[src/tlts_pkg.sv]
`timescale 1ns / 1ps
// Shared types, constants and helpers for the two-level thread scheduler.
// No dependencies; every other file of the block imports this package.
package tlts_pkg;

  // Number of thread slots and the widths that follow from it.
  localparam int MAX_THREADS = 16;
  localparam int ID_W        = $clog2(MAX_THREADS);
  localparam int CNT_W       = $clog2(MAX_THREADS + 1);

  // Fixed field widths of the channels.
  localparam int MODE_W   = 2;
  localparam int STATUS_W = 3;
  localparam int FIELD_W  = 4;
  localparam int QT_W     = 8;

  typedef logic [ID_W-1:0]  id_t;
  typedef logic [CNT_W-1:0] cnt_t;
  typedef logic [QT_W-1:0]  quantum_t;

  localparam id_t                    LAST_ID       = ID_W'(MAX_THREADS - 1);
  localparam logic [MAX_THREADS-1:0] USED_RESET    = MAX_THREADS'(1);
  localparam quantum_t               QUANTUM_RESET = QT_W'(10);

  // Request codes.
  typedef enum logic [MODE_W-1:0] {
    MODE_TICK     = 2'd0,
    MODE_CREATE   = 2'd1,
    MODE_EXIT     = 2'd2,
    MODE_SET_PRIO = 2'd3
  } mode_e;

  // Response status codes.
  typedef enum logic [STATUS_W-1:0] {
    STAT_NO_SWITCH = 3'd0,
    STAT_SWITCHED  = 3'd1,
    STAT_FULL      = 3'd2,
    STAT_FINISHED  = 3'd3,
    STAT_HALTED    = 3'd4
  } status_e;

  // Controller states.
  typedef enum logic {
    S_IDLE,
    S_EXEC
  } state_e;

  // Controller to queue: one push and one pop per update.
  typedef struct packed {
    logic push;
    logic pop;
    id_t  push_id;
  } queue_ctrl_t;

  // Queue to controller: emptiness and the registered head entry.
  typedef struct packed {
    logic empty;
    id_t  head_id;
  } queue_stat_t;

  // Widen or cut a slot id to the fixed id field of the response.
  function automatic logic [FIELD_W-1:0] to_field(input id_t id);
    logic [ID_W+FIELD_W-1:0] wide;
    wide = {{FIELD_W{1'b0}}, id};
    return wide[FIELD_W-1:0];
  endfunction

endpackage

[src/tlts_ifs.sv]
`timescale 1ns / 1ps
// Channel interfaces of the thread scheduler: request, response and quantum write.
// Depends on tlts_pkg for the field widths.

// Request channel: one scheduling event per request.
interface tlts_cmd_if import tlts_pkg::*; ();
  logic              valid;
  logic              ready;
  logic [MODE_W-1:0] mode;
  logic              priority_req;

  modport source (output valid, output mode, output priority_req, input ready);
  modport sink (input valid, input mode, input priority_req, output ready);
endinterface

// Response channel: one result per request.
interface tlts_rsp_if import tlts_pkg::*; ();
  logic                valid;
  logic                ready;
  logic [STATUS_W-1:0] status;
  logic [FIELD_W-1:0]  running_id;
  logic [FIELD_W-1:0]  previous_id;
  logic [FIELD_W-1:0]  created_id;
  logic                running_priority;

  modport source (output valid, output status, output running_id, output previous_id,
                  output created_id, output running_priority, input ready);
  modport sink (input valid, input status, input running_id, input previous_id,
                input created_id, input running_priority, output ready);
endinterface

// Quantum register write channel.
interface tlts_cfg_if import tlts_pkg::*; ();
  logic            valid;
  logic            ready;
  logic [QT_W-1:0] quantum_len;

  modport source (output valid, output quantum_len, input ready);
  modport sink (input valid, input quantum_len, output ready);
endinterface

[src/tlts_queue.sv]
`timescale 1ns / 1ps
// Circular queue of slot ids held in a synchronous memory, with head, tail and count.
// Depends on tlts_pkg for the id width, depth and control structs.
module tlts_queue
  import tlts_pkg::*;
(
  input  logic        clk,
  input  logic        rst,
  input  queue_ctrl_t ctrl,
  output queue_stat_t stat
);

  id_t  mem [MAX_THREADS];
  id_t  head;
  id_t  tail;
  cnt_t count;
  id_t  head_data;
  logic push_ok;

  // A push into a full queue is dropped unless a pop frees an entry first.
  assign push_ok = ctrl.push && ((count != CNT_W'(MAX_THREADS)) || ctrl.pop);

  // Memory write at the tail and registered read of the head.
  always_ff @(posedge clk) begin
    if (push_ok) begin
      mem[tail] <= ctrl.push_id;
    end
    head_data <= mem[head];
  end

  // Pointer and count update.
  always_ff @(posedge clk) begin
    if (rst) begin
      head  <= '0;
      tail  <= '0;
      count <= '0;
    end else begin
      if (ctrl.pop) begin
        head <= (head == LAST_ID) ? '0 : head + 1'b1;
      end
      if (push_ok) begin
        tail <= (tail == LAST_ID) ? '0 : tail + 1'b1;
      end
      count <= count + CNT_W'(push_ok) - CNT_W'(ctrl.pop);
    end
  end

  assign stat.empty   = (count == '0);
  assign stat.head_id = head_data;

endmodule

[src/two_level_thread_scheduler.sv]
`timescale 1ns / 1ps
// Top level of the two-level thread scheduler.
// Depends on tlts_pkg, the channel interfaces and tlts_queue.
//
// Usage: every request on cmd carries one event (tick, create, exit of the
// running thread, or set priority of the running thread) and yields exactly one
// response on rsp with the status, the running slot after the event, the slot
// running before it, the created slot and the running priority.
// High priority threads wait in a FIFO queue; a newly created one preempts a
// running low one. Low threads rotate round robin when their quantum of ticks
// runs out. cfg, always ready, writes the quantum register (reset value 10);
// the user must write it only while no request is in flight, which the block
// itself does not enforce. An accepted request is held in req_mode and req_prio
// until it commits to the scheduler and response registers, once the response
// register is free. A new request is taken only after the previous one has
// committed, from the idle state, since the queue heads come from a registered
// memory read that must see the write of the previous update.
// Reset (synchronous, active high) empties both queues, frees every slot but
// slot 0, which runs at low priority, and leaves no response pending.
// If rsp stalls, one further request is accepted and held until the response
// register drains; the update is made only then.
module two_level_thread_scheduler
  import tlts_pkg::*;
(
  input logic       clk,
  input logic       rst,
  tlts_cmd_if.sink  cmd,
  tlts_rsp_if.source rsp,
  tlts_cfg_if.sink  cfg
);

  // Controller state.
  state_e                 state;
  state_e                 state_next;
  mode_e                  req_mode;
  logic                   req_prio;
  logic                   accept;
  logic                   commit;

  // Scheduler registers.
  quantum_t               quantum;
  logic [MAX_THREADS-1:0] slot_used;
  logic [MAX_THREADS-1:0] slot_prio;
  id_t                    current;
  quantum_t               ticks_left;
  logic                   halted;

  // Update results.
  logic [MAX_THREADS-1:0] slot_used_next;
  logic [MAX_THREADS-1:0] slot_prio_next;
  id_t                    current_next;
  quantum_t               ticks_left_next;
  logic                   halted_next;
  status_e                status_next;
  id_t                    created_next;

  // Response register.
  logic                   out_valid;
  status_e                out_status;
  id_t                    out_running;
  id_t                    out_previous;
  id_t                    out_created;
  logic                   out_prio;

  // Queue interfaces and helpers.
  queue_ctrl_t            hi_ctrl;
  queue_ctrl_t            lo_ctrl;
  queue_stat_t            hi_stat;
  queue_stat_t            lo_stat;
  logic                   free_found;
  id_t                    free_id;
  quantum_t               ticks_dec;
  logic                   do_switch;
  id_t                    switch_id;
  logic                   take_head;
  id_t                    pick_id;

  tlts_queue u_high_queue (
    .clk  (clk),
    .rst  (rst),
    .ctrl (hi_ctrl),
    .stat (hi_stat)
  );

  tlts_queue u_low_queue (
    .clk  (clk),
    .rst  (rst),
    .ctrl (lo_ctrl),
    .stat (lo_stat)
  );

  // Handshakes.
  assign accept    = cmd.valid && cmd.ready;
  assign commit    = (state == S_EXEC) && (!out_valid || rsp.ready);
  assign cfg.ready = 1'b1;

  // Next state.
  always_comb begin
    state_next = state;
    case (state)
      S_IDLE: begin
        if (accept) begin
          state_next = S_EXEC;
        end
      end
      S_EXEC: begin
        if (commit) begin
          state_next = S_IDLE;
        end
      end
      default: state_next = S_IDLE;
    endcase
  end

  // Controller outputs.
  always_comb begin
    cmd.ready = 1'b0;
    case (state)
      S_IDLE:  cmd.ready = 1'b1;
      S_EXEC:  cmd.ready = 1'b0;
      default: cmd.ready = 1'b0;
    endcase
  end

  always_ff @(posedge clk) begin
    if (rst) begin
      state <= S_IDLE;
    end else begin
      state <= state_next;
    end
  end

  // Request capture.
  always_ff @(posedge clk) begin
    if (accept) begin
      req_mode <= mode_e'(cmd.mode);
      req_prio <= cmd.priority_req;
    end
  end

  // Lowest free slot.
  always_comb begin
    free_found = 1'b0;
    free_id    = '0;
    for (int i = MAX_THREADS - 1; i >= 0; i--) begin
      if (!slot_used[i]) begin
        free_found = 1'b1;
        free_id    = ID_W'(i);
      end
    end
  end

  assign ticks_dec = (ticks_left != '0) ? ticks_left - 1'b1 : '0;
  assign pick_id   = hi_stat.empty ? lo_stat.head_id : hi_stat.head_id;

  // Event decode: what the update does to slots, queues and the running thread.
  always_comb begin
    slot_used_next  = slot_used;
    slot_prio_next  = slot_prio;
    current_next    = current;
    ticks_left_next = ticks_left;
    halted_next     = halted;
    status_next     = STAT_NO_SWITCH;
    created_next    = '0;
    do_switch       = 1'b0;
    switch_id       = '0;
    take_head       = 1'b0;
    hi_ctrl         = '0;
    lo_ctrl         = '0;
    if (halted) begin
      status_next = STAT_HALTED;
    end else begin
      case (req_mode)
        MODE_TICK: begin
          ticks_left_next = ticks_dec;
          if ((ticks_dec == '0) && !slot_prio[current]) begin
            if (hi_stat.empty && lo_stat.empty) begin
              ticks_left_next = quantum;
            end else begin
              do_switch = 1'b1;
              take_head = 1'b1;
              switch_id = pick_id;
            end
          end
        end
        MODE_CREATE: begin
          if (!free_found) begin
            status_next = STAT_FULL;
          end else begin
            slot_used_next[free_id] = 1'b1;
            slot_prio_next[free_id] = req_prio;
            created_next            = free_id;
            if (!req_prio) begin
              lo_ctrl.push    = 1'b1;
              lo_ctrl.push_id = free_id;
            end else if (!slot_prio[current]) begin
              do_switch = 1'b1;
              switch_id = free_id;
            end else begin
              hi_ctrl.push    = 1'b1;
              hi_ctrl.push_id = free_id;
            end
          end
        end
        MODE_EXIT: begin
          slot_used_next[current] = 1'b0;
          if (hi_stat.empty && lo_stat.empty) begin
            halted_next = 1'b1;
            status_next = STAT_FINISHED;
          end else begin
            do_switch = 1'b1;
            take_head = 1'b1;
            switch_id = pick_id;
          end
        end
        MODE_SET_PRIO: begin
          slot_prio_next[current] = req_prio;
        end
        default: begin
          status_next = STAT_NO_SWITCH;
        end
      endcase
    end

    // Pop the chosen head and move a still-live running thread to the low queue.
    if (take_head) begin
      hi_ctrl.pop = !hi_stat.empty;
      lo_ctrl.pop = hi_stat.empty;
    end
    if (do_switch) begin
      status_next     = STAT_SWITCHED;
      current_next    = switch_id;
      ticks_left_next = quantum;
      if (slot_used_next[current]) begin
        lo_ctrl.push    = 1'b1;
        lo_ctrl.push_id = current;
      end
    end

    // Queues change only on the committing cycle.
    if (!commit) begin
      hi_ctrl = '0;
      lo_ctrl = '0;
    end
  end

  // Quantum register.
  always_ff @(posedge clk) begin
    if (rst) begin
      quantum <= QUANTUM_RESET;
    end else if (cfg.valid && cfg.ready) begin
      quantum <= cfg.quantum_len;
    end
  end

  // Scheduler state update.
  always_ff @(posedge clk) begin
    if (rst) begin
      slot_used  <= USED_RESET;
      slot_prio  <= '0;
      current    <= '0;
      ticks_left <= QUANTUM_RESET;
      halted     <= 1'b0;
    end else if (commit) begin
      slot_used  <= slot_used_next;
      slot_prio  <= slot_prio_next;
      current    <= current_next;
      ticks_left <= ticks_left_next;
      halted     <= halted_next;
    end
  end

  // Response register.
  always_ff @(posedge clk) begin
    if (rst) begin
      out_valid <= 1'b0;
    end else if (commit) begin
      out_valid <= 1'b1;
    end else if (rsp.ready) begin
      out_valid <= 1'b0;
    end
  end

  always_ff @(posedge clk) begin
    if (commit) begin
      out_status   <= status_next;
      out_running  <= current_next;
      out_previous <= current;
      out_created  <= created_next;
      out_prio     <= slot_prio_next[current_next];
    end
  end

  assign rsp.valid            = out_valid;
  assign rsp.status           = out_status;
  assign rsp.running_id       = to_field(out_running);
  assign rsp.previous_id      = to_field(out_previous);
  assign rsp.created_id       = to_field(out_created);
  assign rsp.running_priority = out_prio;

endmodule

[src/flat_wrapper.sv]
// flat-port wrapper written by rule: the top's interface ports become plain ports
module two_level_thread_scheduler_flat import tlts_pkg::*;
  (clk, rst, cmd_valid, cmd_mode, cmd_priority_req, cmd_ready, rsp_valid, rsp_status, rsp_running_id, rsp_previous_id, rsp_created_id, rsp_running_priority, rsp_ready, cfg_valid, cfg_quantum_len, cfg_ready);
  tlts_cmd_if cmd_i ();
  tlts_rsp_if rsp_i ();
  tlts_cfg_if cfg_i ();
  input logic clk;
  input logic rst;
  input wire logic [$bits(cmd_i.valid)-1:0] cmd_valid;
  input wire logic [$bits(cmd_i.mode)-1:0] cmd_mode;
  input wire logic [$bits(cmd_i.priority_req)-1:0] cmd_priority_req;
  output wire logic [$bits(cmd_i.ready)-1:0] cmd_ready;
  output wire logic [$bits(rsp_i.valid)-1:0] rsp_valid;
  output wire logic [$bits(rsp_i.status)-1:0] rsp_status;
  output wire logic [$bits(rsp_i.running_id)-1:0] rsp_running_id;
  output wire logic [$bits(rsp_i.previous_id)-1:0] rsp_previous_id;
  output wire logic [$bits(rsp_i.created_id)-1:0] rsp_created_id;
  output wire logic [$bits(rsp_i.running_priority)-1:0] rsp_running_priority;
  input wire logic [$bits(rsp_i.ready)-1:0] rsp_ready;
  input wire logic [$bits(cfg_i.valid)-1:0] cfg_valid;
  input wire logic [$bits(cfg_i.quantum_len)-1:0] cfg_quantum_len;
  output wire logic [$bits(cfg_i.ready)-1:0] cfg_ready;
  assign cmd_i.valid = cmd_valid;
  assign cmd_i.mode = cmd_mode;
  assign cmd_i.priority_req = cmd_priority_req;
  assign cmd_ready = cmd_i.ready;
  assign rsp_valid = rsp_i.valid;
  assign rsp_status = rsp_i.status;
  assign rsp_running_id = rsp_i.running_id;
  assign rsp_previous_id = rsp_i.previous_id;
  assign rsp_created_id = rsp_i.created_id;
  assign rsp_running_priority = rsp_i.running_priority;
  assign rsp_i.ready = rsp_ready;
  assign cfg_i.valid = cfg_valid;
  assign cfg_i.quantum_len = cfg_quantum_len;
  assign cfg_ready = cfg_i.ready;
  two_level_thread_scheduler u_core (.clk(clk), .rst(rst), .cmd(cmd_i), .rsp(rsp_i), .cfg(cfg_i));
endmodule
[config.mk]
export PLATFORM = sky130hd
export DESIGN_NAME = two_level_thread_scheduler_flat
export DESIGN_NICKNAME = d
export VERILOG_FILES = /design/src/tlts_pkg.sv /design/src/tlts_ifs.sv /design/src/tlts_queue.sv /design/src/two_level_thread_scheduler.sv /design/src/flat_wrapper.sv
export SDC_FILE = /design/constraint.sdc
export NUM_CORES = 1
export LEC_CHECK = 0
export BUFFER_PORTS_ARGS = -buffer_cell sky130_fd_sc_hd__buf_2
export CELL_PAD_IN_SITES_DETAIL_PLACEMENT = 1
export CELL_PAD_IN_SITES_GLOBAL_PLACEMENT = 1
export CORE_UTILIZATION = 51
export CTS_CLUSTER_DIAMETER = 30
export DETAILED_ROUTE_END_ITERATION = 7
export PLACE_DENSITY = 0.85
export RECOVER_POWER = 25
export SYNTH_ARGS = -nofsm -noshare
export SYNTH_HDL_FRONTEND = slang
export SYNTH_SLANG_ARGS = --single-unit
[constraint.sdc]
create_clock -name clk -period 5.2 [get_ports clk]
set_clock_uncertainty 0.1 [all_clocks]
set_input_delay 0.78 -clock clk [delete_from_list [all_inputs] [get_ports clk]]
set_output_delay 0.78 -clock clk [all_outputs]
set_load 0.02 [all_outputs]
## Word-level counts from Yosys, hierarchy flattened

Memories as Yosys holds them, arrays and structs flattened. A register that Yosys moved wholly into a read port is not among the register bits.
Index checks and enable logic that the tools add are counted.

| storage, ports and cells | value |
|---|---|
| flip-flop bits (word level) | 100 |
| memory bits (writable) | 128 |
| input bits | 16 |
| output and inout bits | 19 |
| logic and storage cells | 199 |
| memories kept | 2 |

| operators by class | value |
|---|---|
| add/subtract/negate cells | 9 |
| magnitude comparators | 5 |
| equal/unequal tests | 10 |
| mux-type cells | 121 |
| bitwise logic cells | 6 |
| reduce and logical (&&, ||, !) cells | 24 |

Memory list:

| memory | words | width | read ports | clocked after memory_dff | write ports | RTL line | text |
|---|---|---|---|---|---|---|---|
| u_core.u_high_queue.mem | 16 | 4 | 1 | 1 | 1 | tlts_queue.sv:13 | `id_t mem [MAX_THREADS];` |
| u_core.u_low_queue.mem | 16 | 4 | 1 | 1 | 1 | tlts_queue.sv:13 |  |

Operator list:

| kind | count |
|---|---|
| $mux W4 | 39 |
| $mux W16 | 4 |
| $pmux W16 S2 | 2 |
| $mux W1 | 52 |
| $mux W8 | 6 |
| $bwmux W16 | 2 |
| $add A4 B1 Y4 const B | 4 |
| $and A16 B16 Y16 | 1 |
| $eq A4 B4 Y1 const B | 4 |
| $not A16 Y16 | 1 |
| $or A16 B16 Y16 | 1 |
| $lt A4 B5 Y1 const B | 3 |
| $bmux W1 S4 | 3 |
| $mux W6 | 2 |
| $pmux W4 S3 | 1 |
| $add A5 B1 Y5 | 2 |
| $logic_not A5 Y1 | 2 |
| $ne A5 B5 Y1 const B | 2 |
| $sub A5 B1 Y5 | 2 |
| $demux W1 S4 | 2 |
| $ge A4 B1 Y1 const B | 2 |
| $logic_and A1 B1 Y1 | 8 |
| $logic_not A8 Y1 | 1 |
| $reduce_bool A8 Y1 | 1 |
| 17 further kinds | 28 |

## Longest topological paths before layout

| depth | value |
|---|---|
| depth after elaboration | 33 |
| gate-level depth with buffers | 21 |
| mapped depth without buffers | 19 |

## Modules after synthesis

Synthesis repeated with hierarchy kept, for this count alone.

| second synthesis, totals | value |
|---|---|
| cell total of the unflattened synthesis | 1,145 |
| area total of the unflattened synthesis | 11,981.5 um^2 |

Modules (own cells, without submodules):

| module | times used | cells each | area an instance (um^2) | sequential area each (um^2) |
|---|---|---|---|---|
| tlts_queue | 2 | 231 | 3,380.7 | 2,262.2 |
| two_level_thread_scheduler | 1 | 683 | 5,220.0 | 1,671.6 |

## Worst setup path before layout

No wires, ideal clock.

| timing path | value |
|---|---|
| path type | register to register |
| from | register u_core.req_mode[0] |
| to | register u_core.u_low_queue.count[4] |
| setup time | 133 ps |
| data arrival time | 3,668 ps |
| required time | 4,967 ps |
| path slack | 1,300 ps |
| cell stages (with the launch flop) | 21 |
| path buffers | 2 |
| clock period less this slack | 3,900 ps |
| path through | edfxtp_1 -> ha_1 -> clkbuf_1 -> or3b_1 -> clkbuf_1 -> a31o_1 -> nand4_1 -> nor3_1 -> o31ai_1 -> o311ai_1 -> nor3b_1 -> nor2_1 -> o22ai_1 -> ha_1 -> inv_1 -> fa_1 -> inv_1 -> a21oi_1 -> nor2_1 -> or3_1 -> a21oi_1 |

| between the ends | value |
|---|---|
| longest elaborated chain between the ends | 11 |
| elaborated cells between the ends (all ways) | 21 |
| classes of those cells | 2 x add/sub; 2 x eq/ne; 14 x mux; 3 x reduce/logical |

RTL lines:

| item | RTL line | text |
|---|---|---|
| start: declaration | two_level_thread_scheduler.sv:35 | `mode_e req_mode;` |
| start signal: assignment | two_level_thread_scheduler.sv:136 | `req_mode <= mode_e'(cmd.mode);` |
| $eq A2 B2 Y1 or $eq A2 B1 Y1 (tied branches) | two_level_thread_scheduler.sv:173 | `case (req_mode)` |
| $pmux W16 S2 | two_level_thread_scheduler.sv:173 |  |
| $mux W16 | two_level_thread_scheduler.sv:170 | `if (halted) begin` |
| $bmux W1 S4 | two_level_thread_scheduler.sv:234 | `if (slot_used_next[current]) begin` |
| $mux W1 (not written as such) | two_level_thread_scheduler.sv:234 |  |
| $mux W1 | two_level_thread_scheduler.sv:234 |  |
| $mux W1 | two_level_thread_scheduler.sv:230 | `if (do_switch) begin` |
| $mux W6 (*) | two_level_thread_scheduler.sv:241 | `if (!commit) begin` |
| $logic_and A1 B1 Y1 | tlts_queue.sv:21 | `assign push_ok = ctrl.push && ((count != CNT_W'(MAX_THREADS)) \|\| ctrl.pop);` |
| $add A5 B1 Y5 | tlts_queue.sv:44 | `count <= count + CNT_W'(push_ok) - CNT_W'(ctrl.pop);` |
| $sub A5 B1 Y5 (*) | tlts_queue.sv:44 |  |
| end signal: assignment | tlts_queue.sv:44 |  |
| end: declaration | tlts_queue.sv:16 | `cnt_t count;` |

Every way passes the cells marked *; elsewhere a longest branch is shown, timed or not. The select of a mux whose other input is x is not followed.
A chain may end at the register's enable or synchronous reset.

## Final worst setup path

| timing path | value |
|---|---|
| from | register u_core.slot_used[11] |
| to | register u_core.u_low_queue.count[4] |

| between the ends | value |
|---|---|
| longest elaborated chain between the ends | 28 |
| elaborated cells between the ends (all ways) | 48 |
| classes of those cells | 2 x add/sub; 2 x order compare; 40 x mux; 2 x bitwise; 2 x reduce/logical |

RTL lines:

| item | RTL line | text |
|---|---|---|
| start: declaration | two_level_thread_scheduler.sv:42 | `logic [MAX_THREADS-1:0] slot_used;` |
| start signal: assignment | two_level_thread_scheduler.sv:265 | `slot_used <= slot_used_next;` |
| $mux W4 (12 in a row) | two_level_thread_scheduler.sv:146 | `if (!slot_used[i]) begin` |
| $lt A4 B5 Y1 (not written as such) or $ge A4 B1 Y1 (tied branches) | two_level_thread_scheduler.sv:190 | `slot_used_next[free_id] = 1'b1;` |
| $logic_and A1 B1 Y1 (not written as such) | two_level_thread_scheduler.sv:190 |  |
| $mux W1 (not written as such) | two_level_thread_scheduler.sv:190 |  |
| $demux W1 S4 | n/a |  |
| $or A16 B16 Y16 (no source line) | n/a |  |
| $mux W16 | two_level_thread_scheduler.sv:187 | `if (!free_found) begin` |
| $pmux W16 S2 | two_level_thread_scheduler.sv:173 |  |
| $mux W16 | two_level_thread_scheduler.sv:170 |  |
| $bmux W1 S4 | two_level_thread_scheduler.sv:234 |  |
| $mux W1 (not written as such) | two_level_thread_scheduler.sv:234 |  |
| $mux W1 | two_level_thread_scheduler.sv:234 |  |
| $mux W1 (*) | two_level_thread_scheduler.sv:230 |  |
| $mux W6 (*) | two_level_thread_scheduler.sv:241 |  |
| $logic_and A1 B1 Y1 (*) | tlts_queue.sv:21 |  |
| $add A5 B1 Y5 (*) | tlts_queue.sv:44 |  |
| $sub A5 B1 Y5 (*) | tlts_queue.sv:44 |  |

Marked as above.

==> metrics.log <==
INFO  metric htree_num_levels = 2
INFO  metric postCtsHoldBufs = 0
INFO  metric timing.critical_path.fanout_max = 12
INFO  metric largest_net_degree_at_the_start_of_global_routing = 53
INFO  metric tritoncts = yes
INFO  metric synth-edff-count = 147
INFO  metric first_pass_grt_wire_length = slightly above 60,000 um
INFO  metric drt-pass1-iter-count = 5
INFO  metric ys_dominant_reg_cell = edfxtp_1
INFO  metric final_area = 14,300 um^2
INFO  metric worst_path_dominant_cell_family = compound AO/OA/AOI/OAI gates
INFO  metric worst_pin_slew = roughly 2.8 ns
INFO  metric fraction_of_the_yosys_area_taken_by_sequential_cells = 51.3%
INFO  metric power.sequential.fraction = 34.0%
INFO  metric power.density = 437 nW/um^2
INFO  metric route.detailed.drc = 0
INFO  metric initial_core_util = 52.7%
INFO  metric initialDrtViolationCount = roughly 830
INFO  metric max_cap_viol_count = 2
INFO  metric status = finished with violations
INFO  metric place.gp.congestion = 1.01
INFO  metric clock_tree.root_cell = clkbuf_16
INFO  metric cellLeakagePower = 0.00480 uW
INFO  metric cts_buffer_depth = 3
INFO  metric arrival = ~5.3 ns
INFO  metric drt-wirelength-per-cell = 27.0 um
INFO  metric period_minus_slack = 4.95 ns
INFO  metric die_x = 156 um
INFO  metric power_report.internal_total = about 4500 uW
INFO  metric worstPathBufferInverterCount = 3
INFO  metric holdWs = 0.302 ns
INFO  metric global_route.usage.total = 34.2%
INFO  metric grt-ovfl-total = 0
INFO  metric path_clk_slew = 0.06 ns
INFO  metric post_synth.cell_area_avg = 11.1 um^2
INFO  metric timing_hold_violations_final = 0
INFO  metric criticalPathCategory = reg2reg
INFO  metric min-delay-path-class = in2reg
INFO  metric dp_hpwl = 25,400 um
INFO  metric final.period_utilization = 95.2%
INFO  metric post-synth-top-area-fraction = around 37%
INFO  metric fmaxAchievable = 202 MHz
INFO  metric rsz_0062_raised_after_global_routing = no
INFO  metric synthDominantAreaCellType = edfxtp_1
INFO  metric maxSlewViolCount = 82
INFO  metric grt_antenna_before_repair = 0
INFO  metric worst_ep_required_time = 5.59 ns
INFO  metric final_setup_violation_count = 0
INFO  metric critical_path.cell_chain = inv_1, a311oi_1, o32ai_2, a21oi_1, a31oi_1, o311ai_1, nor3b_1, nor2_1, o22ai_1, ha_1, inv_1, fa_1, inv_1, a21oi_1, nor2_1, or3_1, a21oi_1
INFO  metric syn-num-nets = 1,132
INFO  metric timing.critical_path.slowest_cell_delay = approximately 0.55 ns
INFO  metric comb_power_share = 13.6%
INFO  metric setup-tns-final = 0 ns
INFO  metric vias_in_the_first_global_route = 10,200
INFO  metric ys_ff_latch = 236
INFO  metric placement.cell_area = 12,600 um^2
INFO  metric power.net_switching = 1700 uW
INFO  metric synth_common_cells = edfxtp_1 (147), nor2_1 (118), dfxtp_1 (89)
INFO  metric report.power.total = ~6200 uW
INFO  metric via_count = 9,955
INFO  metric viasPerCell = 6.68
INFO  metric layout.nets = 1,180
INFO  metric setup.worst_path.start_class = flip-flop
INFO  metric ys.warnings.count = 0
INFO  metric num_cts_buffers = 50
INFO  metric postRouteWirelength = around 40,000 um
INFO  metric fp.dieArea = 24,300 um^2
INFO  metric switching_share = 27.3%
INFO  metric ys_async_sr_fraction = 0%
INFO  metric clock_network_power_share = 52.4%
INFO  metric peakVddDrop = 0.348 mV
INFO  metric route.antenna.remaining_nets = 0
INFO  metric slew-limit-headroom = -84.2%
INFO  metric postCtsResizedCells = 0
INFO  metric cts.repair_timing.setup_buffer_count = 0
INFO  metric floorplan.core_area = roughly 23,000 um^2
INFO  metric yosys-top-cells-area = edfxtp_1 (37%), dfxtp_1 (15%), mux4_2 (8.2%)
INFO  metric postSynthCellCount = between 1,000 and 1,500
INFO  metric insertion_delay_to_the_later_sink_of_the_worst_skew_pair = 0.57 ns
INFO  metric cts.sinks = 236
INFO  metric netlist_area_before_placement = 12,100 um^2
INFO  metric io_pins = 35
INFO  metric synth.most_common_cell = edfxtp_1
INFO  metric critPathSlowestCell = a21oi_1
INFO  metric die_height = 156 um
INFO  metric synth.distinct_cells = 97
INFO  metric area_growth = 18.2%
INFO  metric num_antenna_cells = 0
INFO  metric portBuffers = 33
INFO  metric post_route_cells_drive_above_1_share = about 16%
INFO  metric rows = between 50 and 60
INFO  metric worst_setup_path_end_kind = flip-flop
INFO  metric violations = max-capacitance violations, max-slew violations
-- metrics by stage --
stage | utilization [%] | setup WS (ns) | instances
after floorplan | - | 1.30 | 1089
after global placement | 54.9 | 0.784 | 1398
after detailed placement | 54.9 | 0.455 | 1398
after CTS | 62.5 | 0.151 | 1491
after global routing | 62.3 | 0.108 | 1491
final | 62.3 | 0.251 | 1491
-- final timing paths --
check                                         start                                      to  slack (ns)  cells past startpoint
setup reg to reg  u_core.slot_used[11]$_SDFFE_PP0P_  u_core.u_low_queue.count[4]$_SDFF_PP0_        0.25                     17
hold / removal                          cmd_mode[1]            u_core.req_mode[1]$_DFFE_PP_        0.30                      1
hold reg to reg   u_core.slot_prio[13]$_SDFFE_PP0P_       u_core.slot_prio[13]$_SDFFE_PP0P_        0.39                      2
setup / recovery  u_core.slot_used[11]$_SDFFE_PP0P_  u_core.u_low_queue.count[4]$_SDFF_PP0_        0.25                     17
-- cells in the final DEF, fill, tap and decap left out, drive strengths merged, types with 6 or more instances in the layout --
cell type  count
a21oi         61
a2111oi        6
nor2         120
o21ai         41
a21o          11
xor2           9
edfxtp       147
a211oi        27
clkinv        16
ha            25
a311oi         6
bufinv         7
a22oi         10
nor3          37
and3          17
o211ai         6
o22ai          7
inv           47
nand2         77
nor4           6
a31oi         12
mux4          44
buf           39
clkbuf        89
nor4b          6
o31ai          8
clkinvlp       6
nor2b         12
and2          11
nand4         13
o21a           6
dfxtp         89
mux2i         18
nand2b        11
nand3         23
-- power groups by stage --
stage / sequential [uW] / clock, uW / combinational [uW]
2_1_floorplan: 2130 / 0 / 573
3_3_place_gp: 2140 / 0 / 758
3_5_place_dp: 2150 / 0 / 795
4_1_cts: 2120 / 3290 / 837
5_1_grt: 2120 / 3370 / 903
6_report: 2120 / 3270 / 847
-- cell type report --
class	count	area, um^2
inverter	47	176
clock inverter	29	378
tap	313	392
sequential	236	6200
multi-input combinational	738	5430
timing repair buffer	64	349
fill	2313	8640
clock buffer	64	1360
-- metal layers --
| metal | vias up | track usage, % | wire length, um |
|---|---|---|---|
| met4 | 0 | 16.9 | 2090 |
| met5 | - | 0 | 0 |
| li1 | 4280 | - | - |
| met1 | 5063 | 42.8 | 16100 |
| met3 | 163 | 5.28 | 2230 |
| met2 | 449 | 57.8 | 19900 |
-- worst register-to-register path: stages, from the launching register on --
cell,delay (ns)
dfxtp_1,0.51
inv_1,0.11
a311oi_1,0.52
o32ai_2,0.35
a21oi_1,0.55
a31oi_1,0.24
o311ai_1,0.55
nor3b_1,0.14
nor2_1,0.23
o22ai_1,0.14
ha_1,0.22
inv_1,0.10
fa_1,0.23
inv_1,0.07
a21oi_1,0.21
nor2_1,0.10
or3_1,0.36
a21oi_1,0.18
-- cell families after synthesis --
logic type	synth area share [%]
compound gates	16.0
mux	9.98
flops	51.3
xor+xnor	0.943
other cells	0.0311
fa+ha+maj	2.92
buf+inv	3.76
simple gates	15.0
-- flip-flops by register name (all words and copies together), names as in the netlist, 2 cells and up --
signal                         count
u_core.ticks_left                  8
u_core.u_high_queue.head_data      4
u_core.u_low_queue.tail            4
u_core.u_low_queue.mem            64
u_core.rsp.previous_id             4
u_core.u_low_queue.head_data       4
u_core.current                     4
u_core.rsp.created_id              4
u_core.u_high_queue.count          5
u_core.slot_used                  16
u_core.u_high_queue.tail           4
u_core.u_high_queue.mem           64
u_core.slot_prio                  16
u_core.u_low_queue.head            4
u_core.u_low_queue.count           5
u_core.rsp.status                  3
u_core.req_mode                    2
u_core.quantum                     8
u_core.rsp.running_id              4
u_core.u_high_queue.head           4
(Power assumes the default switching activity.)
